[src/hdl/ic3s_pkg.sv]
// ----------------------------------------------------------------------------
// ic3s_pkg: shared types and constants of the 3x3 convolution stream
// Pixel and coefficient widths, configuration register indexes, the window
// word and the kernel settings that travel from the register file to the
// arithmetic pipeline.
// ----------------------------------------------------------------------------
`default_nettype none

package ic3s_pkg;

    localparam int PIX_W       = 16;
    localparam int KDIM        = 3;
    localparam int CFG_DATA_W  = 48;
    localparam int CFG_INDEX_W = 3;
    localparam int SIZE_W      = 11;
    localparam int SHIFT_W     = 6;
    localparam int PROD_W      = 32;
    localparam int ROW_SUM_W   = 34;
    localparam int SUM_W       = 40;

    localparam int MIN_SIZE    = 3;
    localparam int QUEUE_DEPTH = 4;
    localparam int QPTR_W      = $clog2(QUEUE_DEPTH);
    localparam int QCNT_W      = $clog2(QUEUE_DEPTH + 1);

    localparam logic [SIZE_W-1:0]  SIZE_RESET  = 11'd10;
    localparam logic [SHIFT_W-1:0] SHIFT_RESET = 6'd15;
    localparam logic [SHIFT_W-1:0] SHIFT_MAX   = 6'd39;

    typedef enum logic [CFG_INDEX_W-1:0] {
        REG_KERNEL_TOP    = 3'd0,
        REG_KERNEL_MIDDLE = 3'd1,
        REG_KERNEL_BOTTOM = 3'd2,
        REG_IMAGE_WIDTH   = 3'd3,
        REG_IMAGE_HEIGHT  = 3'd4,
        REG_RESULT_SHIFT  = 3'd5
    } cfg_reg_t;

    typedef logic signed [PIX_W-1:0] pix_t;

    // pix[row][column], row 0 on top, column 0 on the left
    typedef struct packed {
        logic [KDIM-1:0][KDIM-1:0][PIX_W-1:0] pix;
    } window_t;

    typedef struct packed {
        logic [KDIM-1:0][KDIM-1:0][PIX_W-1:0] coef;
        logic [SHIFT_W-1:0]                   shift;
    } kern_cfg_t;

endpackage

`default_nettype wire

[src/hdl/ic3s_queue.sv]
// ----------------------------------------------------------------------------
// ic3s_queue: short window queue between front and back
// Register FIFO; the producer checks space by credit, the consumer pops only
// when the count is nonzero.
// ----------------------------------------------------------------------------
`default_nettype none

module ic3s_queue
    import ic3s_pkg::*;
#(
    parameter int DATA_W = 8
)
(
    input  wire logic              clk,
    input  wire logic              rst_n,
    input  wire logic              push,
    input  wire logic [DATA_W-1:0] push_data,
    input  wire logic              pop,
    output logic [DATA_W-1:0]      pop_data,
    output logic [QCNT_W-1:0]      count
);

    logic [DATA_W-1:0] data_reg [QUEUE_DEPTH];
    logic [QPTR_W-1:0] wr_ptr_reg;
    logic [QPTR_W-1:0] rd_ptr_reg;
    logic [QCNT_W-1:0] count_reg, count_next;

    always_comb
    begin
        count_next = count_reg;
        if (push && !pop)
        begin
            count_next = count_reg + QCNT_W'(1);
        end
        else if (pop && !push)
        begin
            count_next = count_reg - QCNT_W'(1);
        end
    end

    always_ff @(posedge clk or negedge rst_n)
    begin
        if (!rst_n)
        begin
            wr_ptr_reg <= '0;
            rd_ptr_reg <= '0;
            count_reg  <= '0;
        end
        else
        begin
            count_reg <= count_next;
            if (push)
            begin
                wr_ptr_reg <= wr_ptr_reg + QPTR_W'(1);
            end
            if (pop)
            begin
                rd_ptr_reg <= rd_ptr_reg + QPTR_W'(1);
            end
        end
    end

    always_ff @(posedge clk)
    begin
        if (push)
        begin
            data_reg[wr_ptr_reg] <= push_data;
        end
    end

    assign pop_data = data_reg[rd_ptr_reg];
    assign count    = count_reg;

endmodule

`default_nettype wire

[config.mk]
export PLATFORM = sky130hd
export DESIGN_NAME = ic3s_queue
export DESIGN_NICKNAME = d
export VERILOG_FILES = /design/src/hdl/ic3s_pkg.sv /design/src/hdl/ic3s_queue.sv
export SDC_FILE = /design/constraint.sdc
export NUM_CORES = 1
export LEC_CHECK = 0
export ABC_AREA = 1
export BUFFER_PORTS_ARGS = -buffer_cell sky130_fd_sc_hd__buf_2
export CORE_ASPECT_RATIO = 1.4
export CORE_MARGIN = 4
export CORE_UTILIZATION = 47
export CTS_BUF_LIST = sky130_fd_sc_hd__clkbuf_8 sky130_fd_sc_hd__clkbuf_16
export CTS_CLUSTER_DIAMETER = 150
export DETAILED_ROUTE_END_ITERATION = 10
export PLACE_DENSITY = 0.75
export SKIP_CTS_REPAIR_TIMING = 1
export SYNTH_ARGS = -nofsm -noshare
export SYNTH_HDL_FRONTEND = slang
export SYNTH_SLANG_ARGS = --single-unit
[constraint.sdc]
create_clock -name clk -period 1.6 [get_ports clk]
set_clock_uncertainty 0.1 [all_clocks]
set_input_delay 0.16 -clock clk [delete_from_list [all_inputs] [get_ports clk]]
set_output_delay 0.16 -clock clk [all_outputs]
set_load 0.02 [all_outputs]
**Word-level counts from Yosys, hierarchy flattened**

Memory sizes are Yosys's and may differ from the RTL's.
Index checks and enable logic that the tools add are counted.

- Register bits: 7
- Latch bits: 0
- Memory bits (writable): 32
- ROM bits: 0
- Input bits: 12
- Output and inout port bits: 11
- Logic and storage cells: 17
- Memories: 1

- Add/subtract/negate cells: 4
- $mul: 0
- Divide/modulo/power cells: 0
- Order comparisons: 0
- Equality and inequality tests: 0
- Shifts and indexed selects: 0
- Mux-type cells: 4
- Bitwise operators: 0
- Reductions and logical operators: 5

Memories:

| name | words | width | read ports | clocked after Yosys merged registers in | wr ports | RTL line | source |
|---|---|---|---|---|---|---|---|
| data_reg | 4 | 8 | 1 | 0 | 1 | ic3s_queue.sv:23 | `logic [DATA_W-1:0] data_reg [QUEUE_DEPTH];` |

Operator list:

| operator | count |
|---|---|
| 3-bit two-way mux | 2 |
| 2-bit by 1-bit adder with 2-bit output, second input constant | 2 |
| 3-bit by 1-bit adder with 3-bit output, second input constant | 1 |
| 3-bit by 1-bit subtractor with 3-bit output, second input constant | 1 |
| 1-bit logical AND | 2 |
| 1-bit zero test | 2 |
| 1-bit two-way mux | 2 |
| 2-bit nonzero test | 1 |

**Depth between registers and ports, before layout**

- Depth after elaboration: 4
- Mapped depth: 9
- Depth with buffers taken out: 9

**Worst setup path before layout**

No wires, ideal clock.

- Path type: flip-flop to flip-flop
- From: register count_reg[0] (netlist: count[0])
- To: register count_reg[2] (netlist: count[2])
- Library setup time: 0.117 ns
- Arrival: 1.169 ns
- Required time: 1.383 ns
- Path slack: 0.214 ns
- Stages on the path, launching flop included: 6
- Path buffers: 0
- Clock period less this slack: 1.386 ns
- Cell sequence: dfrtp_1 -> fa_1 -> nand2_1 -> nand3_1 -> nand2_1 -> nand2_1

- Word-level cells in the longest chain between the ends: 3

RTL lines:

| what | RTL line | source |
|---|---|---|
| start, declared | ic3s_queue.sv:26 | `logic [QCNT_W-1:0] count_reg, count_next;` |
| start signal, assigned | ic3s_queue.sv:51 | `count_reg <= count_next;` |
| 3-bit by 1-bit subtractor with 3-bit output | ic3s_queue.sv:37 | `count_next = count_reg - QCNT_W'(1);` |
| 3-bit two-way mux | ic3s_queue.sv:35 | `else if (pop && !push)` |
| 3-bit two-way mux * | ic3s_queue.sv:31 | `if (push && !pop)` |

Every way passes the cells marked *; elsewhere a longest branch is shown, timed or not. The select of a mux whose other input is x is not followed.
A chain may end at the register's enable or synchronous reset.

**Worst setup path after layout**

- From: register rd_ptr_reg[0]
- To: output port pop_data[0]

- Word-level cells in the longest chain between the ends: 1

RTL lines:

| what | RTL line | source |
|---|---|---|
| start, declared | ic3s_queue.sv:25 | `logic [QPTR_W-1:0] rd_ptr_reg;` |
| start signal, assigned | ic3s_queue.sv:58 | `rd_ptr_reg <= rd_ptr_reg + QPTR_W'(1);` |
| memory 4 x 8 bit | - |  |
| end, declared | ic3s_queue.sv:19 | `output logic [DATA_W-1:0] pop_data,` |

No other way between the ends.

==> impl_metrics.py <==
metrics = {
    "drt": {
        "num_vias": 1053,
        "vias_per_cell": 4.92,
        "routedWlPerCell_um": 14.0,
        "postRouteAntennaNets": 0,
        "wirelength_um": 2990,
        "drc": 0,
        "dr.pass1.iters": 4,
        "drt_iter0_markers": 21,
    },
    "logic_synthesis": {
        "syn-mean-instance-area_um2": 12.2,
        "ys_seq_area_share_pct": 67.0,
        "synth_nets": 157,
        "yosysWarnings": 0,
        "yosysUniqueCellTypes": 17,
        "synth_area_um2": 1700,
        "ys_seq_elements": 39,
        "synthCells": 139,
    },
    "die": {
        "die_w_um": 58.8,
        "dieHeight_um": 79.1,
        "rows": 25,
        "io_pins": 23,
        "core_area_um2": 3440,
        "start_util_pct": 49.3,
        "fp.dieArea_um2": 4650,
    },
    "status": {
        "violations": "hold timing, setup timing",
        "status": "finished with violations",
    },
    "clock_network": {
        "clk_latency_ns": 0.29,
        "clockRootBuffer": "clkbuf_8",
        "numCtsBuffers": 5,
        "htreeDepth": 2,
        "path_clk_slew_ns": 0.07,
        "clock_sinks": 39,
        "clock_path_buffers": 2,
        "cts_tree": "yes",
    },
    "sta": {
        "fin_ws_ns": -0.00170,
        "finalSetupViolations": 1,
        "whs_ns": -0.000307,
        "rsz0062_at_grt": "yes",
        "period_needed_ns": 1.60,
        "worst_pin_slew_ns": 0.385,
        "finalHoldViolCount": 1,
        "fin_crit_sh_pct": 100,
        "slew_viol_final": 0,
        "max_slew_margin_pct": 74.3,
        "clock.fmax_mhz": 624,
    },
    "global_routing": {
        "grt_overflow": 0,
        "antenna_found_initial": 0,
        "grtUsageTotal_pct": 14.7,
        "met2_usage_pct": 26.3,
        "grtUsageMet3_pct": 3.90,
        "grt_pass1_vias": 1109,
        "grt_util_met1_pct": 14.0,
        "grt_pass1_wl_um": 4970,
        "grt_max_degree": 33,
        "gr-max-usage-layer": "met2",
    },
    "setup_path": {
        "path_max_fanout": 32,
        "required_ns": 1.34,
        "critPathArrivalTime_ns": 1.34,
        "critPathLaunchType": "flop",
        "worstSetupPathType": "reg -> out",
        "end_kind": "output pin",
    },
    "placed_design": {
        "place_ws_ns": 0.0901,
        "port_buffers": 22,
        "globalplace.congestion": 0.679,
        "place_inst": 196,
        "dp_hpwl_um": 2110,
    },
    "cells_and_area": {
        "largest_register_ffs": 32,
        "fin_nets": 191,
        "syn_to_final_growth_pct": 20.5,
        "register_area_um2": 1140,
        "n_antenna_cell": 0,
        "drive_above_1_share_pct": 20.7,
        "final_cells": 214,
        "multi_input_area_um2": 398,
        "fillCellCount": 281,
    },
    "run": {
        "maxCapViolations": 0,
    },
    "pwr": {
        "fin_total_pwr_mw": 3.75,
        "vdd_drop_max_mv": 1.39,
        "power_density_nw_per_um2": 1830,
        "leakagePower_nw": 0.917,
    },
    "min_path": {
        "hold_path_class": "in -> reg",
    },
}
final timing paths:
kind	start	to	slack [ns]	cells past startpoint
setup / recovery	rd_ptr_reg[0]	pop_data[0]	-0.002	4
hold / removal	push_data[3]	data_reg[1][3]	-0.0003	1
setup reg to reg	wr_ptr_reg[0]	data_reg[0][4]	0.18	4
hold reg to reg	count[2]	count[2]	0.41	2
max in group asynchronous	rst_n	rd_ptr_reg[1]	1.09	2
min in group asynchronous	rst_n	wr_ptr_reg[1]	0.13	2
layout by cell type, fill, tap and decap left out:
master         instances
xnor2_1                1
dlygate4sd3_1          9
clkbuf_8               6
bufinv_16              1
dfrtp_2                2
edfxtp_1              32
dfrtp_1                5
inv_1                 27
buf_12                 1
buf_2                 20
o211ai_1              15
ha_1                   5
clkinv_2               1
fa_1                   1
xor2_1                 3
o211ai_2               1
nand3_1                1
o21ai_0                1
buf_4                  3
inv_4                  1
nand2_1               37
nand4_1                1
power by group:
part	internal [mW]	switching, mW	total [mW]
combinational	0.520	0.874	1.39
sequential	1.37	0.160	1.53
clock	0.504	0.325	0.829
total	2.39	1.36	3.75
layer usage:
metal  routed length (um)  vias to the layer above
li1                     -                      521
met1                 1070                      495
met5                    0                        -
met2                 1680                       29
met3                  141                        8
met4                   98                        0
area by class of cell:
| cell class | count | area share, % |
|---|---|---|
| clock inverter | 2 | 1.71 |
| sequential | 39 | 55.7 |
| tap | 40 | 2.45 |
| clock buffer | 6 | 4.04 |
| inverter | 28 | 5.26 |
| timing repair buffer | 33 | 11.4 |
| multi-input combinational | 66 | 19.5 |
cells in the mapped netlist:
library cell	number	area share, %
clkbuf_2	1	0.29
o21ai_0	1	0.29
nand3_1	1	0.29
fa_1	1	1.2
edfxtp_1	32	57
inv_1	27	6.0
nand2_1	37	8.2
o211ai_1	15	6.6
xnor2_1	1	0.52
o211ai_2	1	0.74
dfrtp_1	7	10
buf_2	1	0.29
xor2_1	3	1.5
buf_6	4	2.7
nand4_1	1	0.37
inv_4	1	0.37
ha_1	5	3.7
kinds of logic (layout without fill, tap and decap cells):
family / count (synthesis) / after routing / synth area share, %
xor+xnor: 4 / 4 / 2.07
flops: 39 / 39 / 67.0
buf+inv: 34 / 69 / 9.59
fa+ha+maj: 6 / 6 / 4.87
simple gates: 39 / 39 / 8.85
compound gates: 17 / 17 / 7.67
worst max-delay path: stages, from the launching register on:
cell and delay [ns]:
dfrtp_2 0.43, buf_12 0.17, o211ai_1 0.18, nand2_1 0.10, buf_2 0.17
stage by stage:
stage / setup TNS [ns] / util (%) / area (um2)
after floorplan: 0 / - / 1700
after global placement: 0 / 52.9 / 1820
after detailed placement: 0 / 52.9 / 1820
after CTS: -0.369 / 56.4 / 1940
after global routing: -0.195 / 59.4 / 2040
final: -0.00170 / 59.4 / 2040
No activity file was read; power rests on OpenSTA's default activity.
